### src/rtl/jpr_pkg.sv
// Package for the joystick packet receiver: payload structs, command codes, status
// and register codes, controller/datapath command and status structs and the float32 converter. No dependencies.
package jpr_pkg;

  localparam int unsigned CfgWidth = 24;
  localparam int unsigned CfgIdxWidth = 2;
  localparam int unsigned NumAxes = 4;
  localparam int unsigned NumButtons = 5;
  localparam int unsigned ButtonBase = 19;
  localparam int unsigned DivBits = 32;

  typedef enum logic [1:0] {
    CmdByte  = 2'd0,
    CmdLatch = 2'd1,
    CmdClear = 2'd2,
    CmdNone  = 2'd3
  } cmd_e;

  typedef enum logic [1:0] {
    StatusOk       = 2'd0,
    StatusChecksum = 2'd1,
    StatusAddress  = 2'd2,
    StatusUnused   = 2'd3
  } status_e;

  typedef enum logic [1:0] {
    RegNodeAddress = 2'd0,
    RegCheckEnable = 2'd1,
    RegDeadZone    = 2'd2,
    RegUnused      = 2'd3
  } reg_e;

  typedef struct packed {
    logic [1:0] cmd;
    logic [7:0] data_byte;
    logic       packet_start;
  } in_item_t;

  typedef struct packed {
    logic [1:0]         status;
    logic signed [15:0] throttle;
    logic signed [15:0] roll;
    logic signed [15:0] pitch;
    logic signed [15:0] yaw;
    logic [7:0]         arm_button;
    logic [7:0]         flip_button;
    logic [7:0]         flight_mode;
    logic [7:0]         altitude_mode;
    logic [7:0]         proactive_flag;
  } out_item_t;

  // controller -> datapath
  typedef struct packed {
    logic       take_byte;   // store byte, update sum/position
    logic       latch_bias;
    logic       clear_bias;
    logic       load_packet; // convert floats, capture buttons (status ok)
    logic       start_axis;  // start normalizing axis ax_sel
    logic [1:0] ax_sel;
  } dp_cmd_t;

  // datapath -> controller
  typedef struct packed {
    logic       last_byte;   // taken byte closes the packet
    logic [1:0] status;
    logic       axis_done;
  } dp_stat_t;

  // Float32 to Q1.15, round half away, saturate, NaN to 0.
  function automatic logic signed [15:0] f2q(input logic [31:0] bits, input logic negate);
    logic        neg;
    logic [7:0]  ex;
    logic [23:0] m;
    logic [7:0]  s;
    logic [24:0] sum;
    logic [16:0] mag;
    logic signed [17:0] v;
    neg = bits[31] ^ negate;
    ex = bits[30:23];
    m = (ex == 8'd0) ? {1'b0, bits[22:0]} : {1'b1, bits[22:0]};
    s = 8'd135 - ((ex == 8'd0) ? 8'd1 : ex);
    sum = 25'd0;
    mag = 17'd0;
    if (ex >= 8'd127) begin
      mag = 17'd32768;
    end else if (s > 8'd25) begin
      mag = 17'd0;
    end else begin
      sum = ({1'b0, m} + (25'd1 << (s - 8'd1))) >> s;
      mag = sum[16:0];
    end
    v = neg ? -$signed({1'b0, mag}) : $signed({1'b0, mag});
    if (ex == 8'hFF && bits[22:0] != 23'd0) f2q = 16'sd0;
    else if (v > 18'sd32767) f2q = 16'sh7FFF;
    else if (v < -18'sd32768) f2q = 16'sh8000;
    else f2q = v[15:0];
  endfunction

endpackage

### src/rtl/jpr_div.sv
// Iterative restoring divider, one quotient bit per cycle, unsigned.
// Depends on jpr_pkg.
module jpr_div import jpr_pkg::*; (
  input  logic                clk_i,
  input  logic                rst_ni,
  input  logic                start_i,
  input  logic [DivBits-1:0]  num_i,
  input  logic [DivBits-1:0]  den_i,
  output logic                done_o,
  output logic [DivBits-1:0]  quo_o
);
  localparam int unsigned CntW = $clog2(DivBits + 1);
  logic [DivBits-1:0] quo_q, quo_d, den_q, den_d;
  logic [DivBits:0]   rem_q, rem_d, trial;
  logic [CntW-1:0]    cnt_q, cnt_d;
  logic               busy_q, busy_d, done_q, done_d;

  always_comb begin
    quo_d = quo_q;
    den_d = den_q;
    rem_d = rem_q;
    cnt_d = cnt_q;
    busy_d = busy_q;
    done_d = 1'b0;
    trial = {rem_q[DivBits-1:0], quo_q[DivBits-1]} - {1'b0, den_q};
    if (start_i) begin
      quo_d = num_i;
      den_d = den_i;
      rem_d = '0;
      cnt_d = CntW'(DivBits);
      busy_d = 1'b1;
    end else if (busy_q) begin
      if (!trial[DivBits]) begin
        rem_d = trial;
        quo_d = {quo_q[DivBits-2:0], 1'b1};
      end else begin
        rem_d = {rem_q[DivBits-1:0], quo_q[DivBits-1]};
        quo_d = {quo_q[DivBits-2:0], 1'b0};
      end
      cnt_d = cnt_q - CntW'(1);
      if (cnt_q == CntW'(1)) begin
        busy_d = 1'b0;
        done_d = 1'b1;
      end
    end
  end

  always_ff @(posedge clk_i or negedge rst_ni) begin
    if (!rst_ni) begin
      busy_q <= 1'b0;
      done_q <= 1'b0;
      cnt_q <= '0;
    end else begin
      busy_q <= busy_d;
      done_q <= done_d;
      cnt_q <= cnt_d;
    end
  end

  always_ff @(posedge clk_i) begin
    quo_q <= quo_d;
    den_q <= den_d;
    rem_q <= rem_d;
  end

  assign done_o = done_q;
  assign quo_o = quo_q;
endmodule

### src/rtl/jpr_datapath.sv
// Datapath: packet store, checksum, float conversion, bias and normalization.
// Depends on jpr_pkg and jpr_div.
module jpr_datapath import jpr_pkg::*; #(
  parameter int unsigned PACKET_BYTES = 25
) (
  input  logic                 clk_i,
  input  logic                 rst_ni,
  input  dp_cmd_t              cmd_i,
  input  in_item_t             item_i,
  input  logic [23:0]          node_address_i,
  input  logic                 check_enable_i,
  input  logic [14:0]          dead_zone_i,
  output dp_stat_t             stat_o,
  output out_item_t            result_o
);
  localparam int unsigned PosW = $clog2(PACKET_BYTES + 1);

  logic [7:0] store_q [PACKET_BYTES];
  logic [PosW-1:0] pos_q, pos_d, pos_now;
  logic [7:0] sum_q, sum_d, sum_now;
  logic signed [15:0] raw_q [NumAxes];
  logic signed [15:0] bias_q [NumAxes];
  logic signed [15:0] norm_q [NumAxes];
  logic bias_valid_q;
  logic [7:0] btn_q [NumButtons];
  logic [1:0] status_q, status_d;
  logic last;

  always_comb begin
    pos_now = item_i.packet_start ? '0 : pos_q;
    sum_now = item_i.packet_start ? 8'd0 : sum_q;
    if (pos_now >= PosW'(PACKET_BYTES)) pos_now = '0;
    last = (pos_now == PosW'(PACKET_BYTES - 1));
    pos_d = last ? '0 : pos_now + PosW'(1);
    sum_d = last ? 8'd0 : sum_now + item_i.data_byte;
    status_d = StatusOk;
    if (check_enable_i) begin
      if (sum_now != item_i.data_byte) status_d = StatusChecksum;
      else if (store_q[0] != node_address_i[23:16] || store_q[1] != node_address_i[15:8]
               || store_q[2] != node_address_i[7:0]) status_d = StatusAddress;
    end
  end

  always_ff @(posedge clk_i or negedge rst_ni) begin
    if (!rst_ni) begin
      pos_q <= '0;
      sum_q <= '0;
      status_q <= StatusOk;
    end else if (cmd_i.take_byte) begin
      pos_q <= pos_d;
      sum_q <= sum_d;
      if (last) status_q <= status_d;
    end
  end

  always_ff @(posedge clk_i) begin
    if (cmd_i.take_byte) store_q[pos_now[PosW-1:0] < PosW'(PACKET_BYTES) ? pos_now : '0]
        <= item_i.data_byte;
  end

  // axis offsets: yaw 3, throttle 7, roll 11, pitch 15
  always_ff @(posedge clk_i or negedge rst_ni) begin
    if (!rst_ni) begin
      for (int i = 0; i < NumAxes; i++) begin
        raw_q[i] <= '0;
        bias_q[i] <= '0;
      end
      for (int i = 0; i < NumButtons; i++) btn_q[i] <= '0;
      bias_valid_q <= 1'b0;
    end else begin
      if (cmd_i.load_packet) begin
        for (int i = 0; i < NumAxes; i++) begin
          raw_q[i] <= f2q({store_q[4*i+6], store_q[4*i+5], store_q[4*i+4], store_q[4*i+3]},
                          i == 3);
        end
        for (int i = 0; i < NumButtons; i++) btn_q[i] <= store_q[ButtonBase + i];
      end
      if (cmd_i.latch_bias) begin
        for (int i = 0; i < NumAxes; i++) bias_q[i] <= raw_q[i];
        bias_valid_q <= 1'b1;
      end else if (cmd_i.clear_bias) begin
        for (int i = 0; i < NumAxes; i++) bias_q[i] <= '0;
        bias_valid_q <= 1'b0;
      end
    end
  end

  // normalization of one axis, divide via shared unit
  // denominator reaches 131072 at full-scale bias, so it needs 19 bits
  logic signed [17:0] diff, dz;
  logic signed [18:0] den_s;
  logic signed [18:0] num_s;
  logic               up, down, den_bad, neg_q;
  logic [1:0]         ax_q;
  logic signed [15:0] direct_q;
  logic [DivBits-1:0] quo;
  logic               div_done;
  logic [33:0]        num_mag;

  always_comb begin
    dz = $signed({3'b0, dead_zone_i});
    diff = 18'(raw_q[cmd_i.ax_sel]) - 18'(bias_q[cmd_i.ax_sel]);
    up = diff > dz;
    down = diff < -dz;
    den_s = up ? 19'sd65536 - (19'(bias_q[cmd_i.ax_sel]) <<< 1) - 19'(dz)
               : 19'sd65536 + (19'(bias_q[cmd_i.ax_sel]) <<< 1) - 19'(dz);
    den_bad = den_s <= 19'sd0;
    num_s = up ? 19'(diff - dz) : 19'(-(diff + dz));
    num_mag = {num_s[16:0], 16'd0, 1'b0} >> 1;
  end

  jpr_div u_div (
    .clk_i, .rst_ni,
    .start_i(cmd_i.start_axis && bias_valid_q && (up || down) && !den_bad),
    .num_i(num_mag[DivBits-1:0]),
    .den_i(DivBits'(unsigned'(den_s))),
    .done_o(div_done),
    .quo_o(quo)
  );

  logic norm_wr;
  logic signed [15:0] norm_val;
  logic direct_done_q;
  always_comb begin
    norm_wr = 1'b0;
    norm_val = direct_q;
    if (direct_done_q) norm_wr = 1'b1;
    else if (div_done) begin
      norm_wr = 1'b1;
      if (neg_q) norm_val = (quo > 32'd32768) ? 16'sh8000 : 16'(-quo);
      else norm_val = (quo > 32'd32767) ? 16'sh7FFF : quo[15:0];
    end
  end

  always_ff @(posedge clk_i or negedge rst_ni) begin
    if (!rst_ni) begin
      direct_done_q <= 1'b0;
    end else begin
      direct_done_q <= cmd_i.start_axis && !(bias_valid_q && (up || down) && !den_bad);
    end
  end

  always_ff @(posedge clk_i) begin
    if (cmd_i.start_axis) begin
      ax_q <= cmd_i.ax_sel;
      neg_q <= down && !up;
      if (!bias_valid_q) direct_q <= raw_q[cmd_i.ax_sel];
      else if (up) direct_q <= 16'sh7FFF;
      else if (down) direct_q <= 16'sh8000;
      else direct_q <= 16'sd0;
    end
    if (norm_wr) norm_q[ax_q] <= norm_val;
  end

  assign stat_o.last_byte = last;
  assign stat_o.status = status_q;
  assign stat_o.axis_done = norm_wr;

  always_comb begin
    result_o.status = status_q;
    result_o.yaw = norm_q[0];
    result_o.throttle = norm_q[1];
    result_o.roll = norm_q[2];
    result_o.pitch = norm_q[3];
    result_o.arm_button = btn_q[0];
    result_o.flip_button = btn_q[1];
    result_o.flight_mode = btn_q[2];
    result_o.altitude_mode = btn_q[3];
    result_o.proactive_flag = btn_q[4];
  end
endmodule

### src/rtl/jpr_ctrl.sv
// Controller state machine: accepts transactions, sequences axis normalization,
// presents the result. Depends on jpr_pkg.
module jpr_ctrl import jpr_pkg::*; (
  input  logic     clk_i,
  input  logic     rst_ni,
  input  logic     in_valid_i,
  input  in_item_t in_item_i,
  output logic     in_stall_o,
  output logic     out_valid_o,
  input  logic     out_stall_i,
  input  dp_stat_t stat_i,
  output dp_cmd_t  cmd_o
);
  typedef enum logic [4:0] {
    StIdle = 5'b00001,
    StLoad = 5'b00010,
    StAxis = 5'b00100,
    StWait = 5'b01000,
    StOut  = 5'b10000
  } state_e;

  state_e state_q, state_d;
  logic [1:0] ax_q, ax_d;
  logic accept;

  assign in_stall_o = (state_q != StIdle);
  assign accept = in_valid_i && !in_stall_o;
  assign out_valid_o = (state_q == StOut);

  always_comb begin
    state_d = state_q;
    ax_d = ax_q;
    cmd_o = '0;
    cmd_o.ax_sel = ax_q;
    unique case (state_q)
      StIdle: begin
        if (accept) begin
          unique case (in_item_i.cmd)
            CmdByte: begin
              cmd_o.take_byte = 1'b1;
              if (stat_i.last_byte) state_d = StLoad;
            end
            CmdLatch: cmd_o.latch_bias = 1'b1;
            CmdClear: cmd_o.clear_bias = 1'b1;
            default: ;
          endcase
        end
      end
      StLoad: begin
        cmd_o.load_packet = (stat_i.status == StatusOk);
        ax_d = '0;
        state_d = StAxis;
      end
      StAxis: begin
        cmd_o.start_axis = 1'b1;
        state_d = StWait;
      end
      StWait: begin
        if (stat_i.axis_done) begin
          ax_d = ax_q + 2'd1;
          state_d = (ax_q == 2'd3) ? StOut : StAxis;
        end
      end
      StOut: if (!out_stall_i) state_d = StIdle;
      default: state_d = StIdle;
    endcase
  end

  always_ff @(posedge clk_i or negedge rst_ni) begin
    if (!rst_ni) begin
      state_q <= StIdle;
      ax_q <= '0;
    end else begin
      state_q <= state_d;
      ax_q <= ax_d;
    end
  end
endmodule

### src/rtl/joystick_packet_receiver_unit.sv
// Joystick packet receiver top level: config registers, controller, datapath.
// Depends on jpr_pkg, jpr_ctrl, jpr_datapath.
//
// One transaction carries one packet byte or a bias command. The last byte
// starts checking, float decode and four axis normalizations, which run one
// after another through a single 32-step shift-subtract divider; an axis that
// needs no divide skips it. The result is offered after the load step and the
// four axis normalizations; input is stalled meanwhile. Results wait in
// registers until taken. Rejected packets repeat the last accepted values.
module joystick_packet_receiver_unit import jpr_pkg::*; #(
  parameter int unsigned PACKET_BYTES = 25
) (
  input  logic                   clk_i,
  input  logic                   rst_ni,
  input  logic                   in_valid_i,
  output logic                   in_stall_o,
  input  in_item_t               in_item_i,
  output logic                   out_valid_o,
  input  logic                   out_stall_i,
  output out_item_t              out_item_o,
  input  logic                   cfg_we_i,
  input  logic [CfgIdxWidth-1:0] cfg_index_i,
  input  logic [CfgWidth-1:0]    cfg_data_i
);
  logic [23:0] node_address_q;
  logic        check_enable_q;
  logic [14:0] dead_zone_q;
  dp_cmd_t     dp_cmd;
  dp_stat_t    dp_stat;
  out_item_t   res;

  always_ff @(posedge clk_i or negedge rst_ni) begin
    if (!rst_ni) begin
      node_address_q <= '0;
      check_enable_q <= 1'b1;
      dead_zone_q <= '0;
    end else if (cfg_we_i) begin
      unique case (cfg_index_i)
        RegNodeAddress: node_address_q <= cfg_data_i[23:0];
        RegCheckEnable: check_enable_q <= cfg_data_i[0];
        RegDeadZone:    dead_zone_q <= cfg_data_i[14:0];
        default: ;
      endcase
    end
  end

  jpr_ctrl u_ctrl (
    .clk_i, .rst_ni,
    .in_valid_i(in_valid_i),
    .in_item_i(in_item_i),
    .in_stall_o(in_stall_o),
    .out_valid_o(out_valid_o),
    .out_stall_i(out_stall_i),
    .stat_i(dp_stat),
    .cmd_o(dp_cmd)
  );

  jpr_datapath #(.PACKET_BYTES(PACKET_BYTES)) u_dp (
    .clk_i, .rst_ni,
    .cmd_i(dp_cmd),
    .item_i(in_item_i),
    .node_address_i(node_address_q),
    .check_enable_i(check_enable_q),
    .dead_zone_i(dead_zone_q),
    .stat_o(dp_stat),
    .result_o(res)
  );

  assign out_item_o = res;

`ifndef ASSERT_OFF
  // no new transaction taken while a result is pending
  a_stall_out: assert property (@(posedge clk_i) disable iff (!rst_ni)
    out_valid_o |-> in_stall_o) else $error("input open with result pending");
  // result payload holds while stalled
  a_hold: assert property (@(posedge clk_i) disable iff (!rst_ni)
    out_valid_o && out_stall_i |=> $stable(out_item_o)) else $error("result changed");
  // status is a defined code
  a_status: assert property (@(posedge clk_i) disable iff (!rst_ni)
    out_valid_o |-> out_item_o.status != StatusUnused) else $error("bad status");
`endif
endmodule
### config.mk
export PLATFORM = sky130hd
export DESIGN_NAME = joystick_packet_receiver_unit
export DESIGN_NICKNAME = d
export VERILOG_FILES = /design/src/rtl/jpr_pkg.sv /design/src/rtl/jpr_div.sv /design/src/rtl/jpr_datapath.sv /design/src/rtl/jpr_ctrl.sv /design/src/rtl/joystick_packet_receiver_unit.sv
export SDC_FILE = /design/constraint.sdc
export NUM_CORES = 2
export LEC_CHECK = 0
export ABC_CLOCK_PERIOD_IN_PS = 10200
export BUFFER_PORTS_ARGS = -buffer_cell sky130_fd_sc_hd__buf_4
export CAP_MARGIN = 15
export CORE_UTILIZATION = 35
export CTS_BUF_LIST = sky130_fd_sc_hd__clkbuf_2
export CTS_CLUSTER_DIAMETER = 30
export DETAILED_ROUTE_END_ITERATION = 8
export GPL_ROUTABILITY_DRIVEN = 1
export PLACE_DENSITY_LB_ADDON = 0.08
export SLEW_MARGIN = 20
export SYNTH_ARGS = -nofsm -noshare
export SYNTH_HDL_FRONTEND = slang
export SYNTH_SLANG_ARGS = --single-unit
export TNS_END_PERCENT = 5
### constraint.sdc
create_clock -name clk_i -period 10.2 [get_ports clk_i]
set_input_delay 0.51 -clock clk_i [delete_from_list [all_inputs] [get_ports clk_i]]
set_output_delay 0.51 -clock clk_i [all_outputs]
set_load 0.05 [all_outputs]
# Word level (Yosys, flattened, before mapping)
# Memories as Yosys holds them, arrays and structs flattened. A register that Yosys moved wholly into a read port is not among the register bits.
# Cells that the tools add are included.
[word_totals] register_bits=302 ramBits=264 input_bits=42 output_inout_bits=108 wordCells=263 mem_count=2
[classes] n_addsub=31 order_cmp=24 n_eq_ne=26 shift=8 n_mux=99 n_bitwise=1 n_reduce_logical=44
[mem_list] name="u_dp.store_q" words=25 word_bits=8 read_ports=24 rd_clocked_by_memory_dff=5 write_ports=1 line="jpr_datapath.sv:18" rtl="logic [7:0] store_q [PACKET_BYTES];"
[mem_list] name="u_dp.norm_q" words=4 word_bits=16 read_ports=4 rd_clocked_by_memory_dff=0 write_ports=1 line="jpr_datapath.sv:23" rtl="logic signed [15:0] norm_q [NumAxes];"
[ops] op="16-bit 2-to-1 mux" n=25
[ops] op="17-bit 2-to-1 mux" n=12
[ops] op="64-bit 2-to-1 mux" n=2
[ops] op="24-bit by 25-bit adder with 25-bit output" n=4
[ops] op="1-bit by 8-bit << shifter with 25-bit output (first input constant)" n=4
[ops] op="25-bit by 8-bit >> shifter with 17-bit output" n=4
[ops] op="24-bit 2-to-1 mux" n=4
[ops] op="32-bit 2-to-1 mux" n=3
[ops] op="23-bit nonzero test" n=4
[ops] op="18-bit by 16-bit greater-than comparator with 1-bit output (second input constant)" n=4
[ops] op="18-bit by 16-bit < comparator with 1-bit output (second input constant)" n=4
[ops] op="18-bit 2-to-1 mux" n=4
[ops] op="17-bit negator with 18-bit output" n=4
[ops] op="16-bit binary-select mux with 2-bit select" n=2
[ops] op="5-bit 2-to-1 mux" n=10
[ops] op="8-bit 2-to-1 mux" n=6
[ops] op="19-bit by 16-bit subtractor with 19-bit output" n=2
[ops] op="33-bit by 19-bit subtractor with 33-bit output" n=1
[ops] op="8-bit == test (second input constant)" n=4
[ops] op="8-bit by 7-bit greater-or-equal comparator with 1-bit output (second input constant)" n=4
[ops] op="32-bit by 15-bit greater-than comparator with 1-bit output (second input constant)" n=1
[ops] op="32-bit by 16-bit greater-than comparator with 1-bit output (second input constant)" n=1
[ops] op="8-bit by 5-bit greater-than comparator with 1-bit output (second input constant)" n=4
[ops] op="8-bit zero test" n=4
[ops] op="other kinds (46)" n=116

# Logic depth before layout (Yosys ltp)
# An unclocked memory read counts as a cell.
[logic_depth] depth_word=17 depth_mapped=33

# By module
# Synthesis repeated with hierarchy kept, for this count alone.
[unflattened] hier_cells=5304 area_unflattened_um2=47595.6
[by_module_without_submodules] module="jpr_datapath" n_inst=1 cells_per_inst=4565 area_per_inst_um2=39537.9 seq_area_each_um2=12887.4
[by_module_without_submodules] module="jpr_div" n_inst=1 cells_per_inst=603 area_per_inst_um2=6073.3 seq_area_each_um2=2762.6
[by_module_without_submodules] module="joystick_packet_receiver_unit" n_inst=1 cells_per_inst=86 area_per_inst_um2=1526.5 seq_area_each_um2=1002.2
[by_module_without_submodules] module="jpr_ctrl" n_inst=1 cells_per_inst=50 area_per_inst_um2=457.9 seq_area_each_um2=176.4

# Worst setup path after synthesis
# OpenSTA, ideal clock, no wires.
[synth_timing] kind="register to register" from="register u_ctrl.ax_q[0]" to="register u_dp.u_div.den_q[0], enable pin" setup_ns=0.391 t_arrival_ns=6.922 required_time_ns=9.809 slack_ns=2.887 stages_incl_launch_ff=26 synth_period_minus_slack_ns=7.313 cell_sequence="dfrtp_1 -> clkbuf_1 -> buf_1 -> mux4_2 -> inv_1 -> ha_1 -> a21o_1 -> a21o_1 -> a21oi_1 -> o21bai_1 -> a21oi_1 -> o21bai_1 -> a21o_1 -> a21o_1 -> xor2_1 -> ha_1 -> nand4_1 -> a211oi_1 -> o41ai_1 -> o2111ai_1 -> nand2_1 -> a2111oi_0 -> nand2_1 -> a21oi_1 -> clkbuf_1 -> clkbuf_1"
[synth_via] elab_chain_cells=10 word_cells_on_any_way=20 classes_between="5 x add/sub; 3 x order compare; 7 x mux; 1 x bitwise; 4 x reduce/logical"
[synth_rtl] item="start, declared" line="jpr_ctrl.sv:23" rtl="logic [1:0] ax_q, ax_d;"
[synth_rtl] item="start signal, assigned" line="jpr_ctrl.sv:72" rtl="ax_q <= '0;"
[synth_rtl] item="start signal, assigned" line="jpr_ctrl.sv:75" rtl="ax_q <= ax_d;"
[synth_rtl] item="2-bit inverter with 3-bit output (implied by the code) *" line="jpr_datapath.sv:102, jpr_datapath.sv:105, jpr_datapath.sv:106"
[synth_rtl] item="16-bit binary-select mux with 2-bit select (on tied branches)" line="jpr_datapath.sv:102, jpr_datapath.sv:105, jpr_datapath.sv:106"
[synth_rtl] item="16-bit 2-to-1 mux (on tied branches) (2 in a row)" line="jpr_datapath.sv:102, jpr_datapath.sv:105, jpr_datapath.sv:106"
[synth_rtl] item="18-bit by 17-bit adder with 19-bit output (tied with other cells)" line="jpr_datapath.sv:106" rtl=": 19'sd65536 + (19'(bias_q[cmd_i.ax_sel]) <<< 1) - 19'(dz);"
[synth_rtl] item="19-bit by 16-bit subtractor with 19-bit output (tied with other cells)" line="jpr_datapath.sv:106"
[synth_rtl] item="19-bit 2-to-1 mux" line="jpr_datapath.sv:105" rtl="den_s = up ? 19'sd65536 - (19'(bias_q[cmd_i.ax_sel]) <<< 1) - 19'(dz)"
[synth_rtl] item="19-bit by 1-bit <= comparator with 1-bit output" line="jpr_datapath.sv:107" rtl="den_bad = den_s <= 19'sd0;"
[synth_rtl] item="1-bit zero test" line="jpr_datapath.sv:114" rtl=".start_i(cmd_i.start_axis && bias_valid_q && (up || down) && !den_bad),"
[synth_rtl] item="1-bit logical AND *" line="jpr_datapath.sv:114"
[synth_rtl] item="named net u_dp.u_div.start_i" line="jpr_div.sv:6" rtl="input logic start_i,"
[synth_rtl] item="end signal, assigned" line="jpr_div.sv:62" rtl="den_q <= den_d;"
[synth_rtl] item="end, declared" line="jpr_div.sv:13" rtl="logic [DivBits-1:0] quo_q, quo_d, den_q, den_d;"
# Mark *: on every way through the listed nets, which the timed path passes. The rest lies on a longest branch. The select of a mux whose other input is x is not followed.
# A chain may end at the register's enable or synchronous reset.

==> reports/qor.yml <==
status: "completed"
pre_cts_ws_ns: 1.87
internal-power_mw: 3.80
grt_usage: 0.242
cp.depth: 26
dp_cells: 6764
slew_headroom: 0.213
fmax_ghz: 0.116
synthTopCellsByArea: "edfxtp_1 20%, dfrtp_1 13%, ha_1 7.9%, nor2_1 3.9%, nand2_1 3.1%"
hp-class: "in -> reg"
synth_top_area_frac: 0.200
syn_nets: 5398
drive_above_1_share: 0.149
syn_area_um2: 46500
die_h_um: 366
whs_ns: 0.268
synth_common_cells: "485 x nor2_1, 387 x nand2_1, 310 x edfxtp_1"
first_global_vias: 40100
cts_root_buffer: "clkbuf_2"
dominantRegCellSynth: "edfxtp_1"
cp_top_family: "compound AO/OA/AOI/OAI gates"
multiInputGateArea_um2: 28500
synthCells: 5050
rsz0062_at_grt: "no"
register_area_um2: 16300
setup_tns_ns: 0
instances_no_fill: 7196
ir_drop_mv: 0.0877
synth_edf_count: 310
final.fill_count: 13400
grt_overflow_total: 0
htree_levels: 4
dieArea_um2: 134000
clockBufferDepth: 3
antenna_left: 0
timing.final.crit_share: 0.844
synth_warnings: 0
synth_top_cell_by_area: "edfxtp_1"
swShare: 0.298
p_per_area_nw_per_um2: 104
synth-seq-cells: 598
setup_viol: 0
port_buffers: 149
arrival_ns: 9.87
wl_per_cell_um: 23.3
worst_pin_slew_ns: 1.17
fp.dieW_um: 366
power_frac_comb: 0.144
power_switching_mw: 1.61
area_delta_synth_final_pct: 12.1
vias_per_cell: 5.80
hold_violations: 0
antenna_found_initial: 7
start_util: 0.353
synth_cell_types: 130
synth_most_common_cell: "nor2_1"
critPathCaptureType: "flop"
timing.rr.end: "u_dp.raw_q[16]"
hpwl_um: 125000
fin_crit_ns: 8.61
critPathRequiredTime_ns: 11.45
firstDrtPassIters: 8
clk_pin_slew_ns: 0.09
synth.avg_cell_area_um2: 9.21
critPathLaunch: "u_dp.store_q[14][2]"
critPathMaxStageDelay_ns: 0.95
startpoint_type: "flop"
slew_viol_final: 0
crit_path_end: "u_dp.raw_q[16]"
rows: 133
power_frac_seq: 0.486
ys_seq_area_frac: 0.350
coreArea_um2: 132000
cts_made_buffers: 180
gp_congestion: 0.925
p_leak_nw: 21.3
path_class: "reg -> reg"
r2r_setup_slack_ns: 1.59
finalNetCount: 5634
p_clk_frac: 0.370
cp_max_fo: 31
maxCapViolations: 0
grt_max_degree: 94
finalClockSkew_ns: 0.136
critical_path_buf_inv_count: 4
grt_pass1_wl_um: 252000
clock_sinks: 598
crit_slowest_cell: "a211oi_1"
wl_um: 168000
worst_slack_ns: 1.59
clock_latency_ns: 1.46
drt_iter0_markers: 3481
fin_util: 0.396
num_io_pins: 150
rr_worst_depth: 26
vias: 41700
cts_setup_buffers: 0
cts_tree: "built"
drc: 0
r2r_start: "u_dp.store_q[14][2]"
async_flop_share: 0.401
## area by class of cell
type | instances | share of cell area
Antenna cell | 12 | 0.000576
Tap cell | 1755 | 0.0421
Timing Repair Buffer | 309 | 0.0497
Inverter | 195 | 0.0140
Clock buffer | 247 | 0.0237
Multi-Input combinational cell | 4002 | 0.546
Sequential cell | 598 | 0.312
Clock inverter | 78 | 0.0113
## state kept, by name, summed over array words and instances, names as in the netlist, 16 cells and up
name              flops
u_dp.bias_q          64
u_dp.raw_q           64
u_dp.u_div.quo_o     32
u_dp.direct_q        16
u_dp.result_o        40
u_dp.norm_q          64
u_dp.store_q        192
node_address_q       24
u_dp.u_div.rem_q     32
u_dp.u_div.den_q     19
## worst min-delay path by stage
stage / startpoint / end / slack, ns / depth (start not counted)
floorplan: rst_ni / dead_zone_q[0] / 0.21 / 0
CTS: in_item_i[7] / u_dp.store_q[16][6] / 0.01 / 3
global placement: u_dp.sum_q[0] / u_dp.sum_q[0] / 0.45 / 2
detailed placement: u_dp.sum_q[0] / u_dp.sum_q[0] / 0.46 / 2
global route: in_item_i[7] / u_dp.store_q[19][6] / 0.03 / 3
finish: in_item_i[3] / u_dp.sum_q[2] / 0.27 / 5
## worst register-to-register path: stages (launching register included)
cell,delay [ns]
edfxtp_1,0.33
buf_4,0.34
inv_1,0.38
ha_1,0.38
xnor2_1,0.24
a22o_1,0.54
buf_4,0.31
o21ai_0,0.12
nand2b_1,0.12
nand3_1,0.27
nor2_1,0.21
ha_1,0.29
and2_1,0.25
nand3_1,0.14
a211oi_1,0.95
a211oi_1,0.22
nor3b_1,0.63
a2111oi_0,0.28
nor3_1,0.40
ha_1,0.29
o2111a_1,0.20
nor4b_2,0.54
o2111ai_1,0.19
a21oi_1,0.22
o31ai_2,0.09
buf_4,0.21
o21ai_0,0.25
## routing by layer
layer | part of all wire | GRT usage | wire length, um | up-vias
li1 | - | - | - | 19900
met1 | 0.47 | 0.340 | 78800 | 20400
met2 | 0.45 | 0.381 | 75800 | 1291
met3 | 0.053 | 0.0375 | 8840 | 200
met4 | 0.025 | 0.0753 | 4270 | 0
met5 | 0 | 0 | 0 | -
## through the flow
stage	power, mW	cell area, um2
after floorplan	3.17	46500
after global placement	3.43	49300
after detailed placement	3.42	49300
after CTS	5.51	52100
after global routing	5.74	52100
final	5.41	52100
## cell families (layout without fill, tap and decap cells)
group	after synthesis	in the layout	share of synthesized area
AOI/OAI and AO/OA	1476	1476	0.230
buffers and inverters	450	829	0.0387
DFF	598	598	0.350
muxes	246	246	0.0659
xor gates and xnor gates	232	232	0.0439
and+or+nand+nor	1742	1742	0.187
other	0	12	0
adders and majority gates	306	306	0.0841
## timing repair
action | CTS | global route
hold endpoints to repair | 624 | 0
hold buffers | 95 | 0
endpoints found under the setup margin | 0 | 0
gates resized for setup | 0 | 0
## power by group through the flow
| stage | sequential, mW | clock (mW) | combinational, mW |
|---|---|---|---|
| after CTS | 2.63 | 2.10 | 0.787 |
| after detailed placement | 2.68 | 0 | 0.742 |
| final | 2.63 | 2.00 | 0.779 |
| after floorplan | 2.66 | 0 | 0.514 |
| after global routing | 2.63 | 2.23 | 0.870 |
| after global placement | 2.68 | 0 | 0.745 |
## cell usage in the layout, fill, tap and decap left out, drive strengths merged, types with 27 or more instances in the layout
cell         count
a31oi           76
and3            56
mux2i           98
a221o           54
and2            42
buf            216
inv            197
nand2b          48
or3             69
dfrtp          238
a21oi          273
a221oi          30
a22o            79
mux2           111
dfxtp           48
o31ai           52
nor2b           52
nand4           63
o21bai          27
nor4            63
or2             39
o21a            40
o21ai          261
edfxtp         310
mux4            37
ha             295
dlygate4sd3     93
nand3          139
xnor2          142
nor3           171
o211ai          67
a21o            91
nor2           488
clkbuf         247
nand2          390
clkinv          65
a211oi         105
xor2            90
Note: power is estimated with default switching activity, not from simulation.
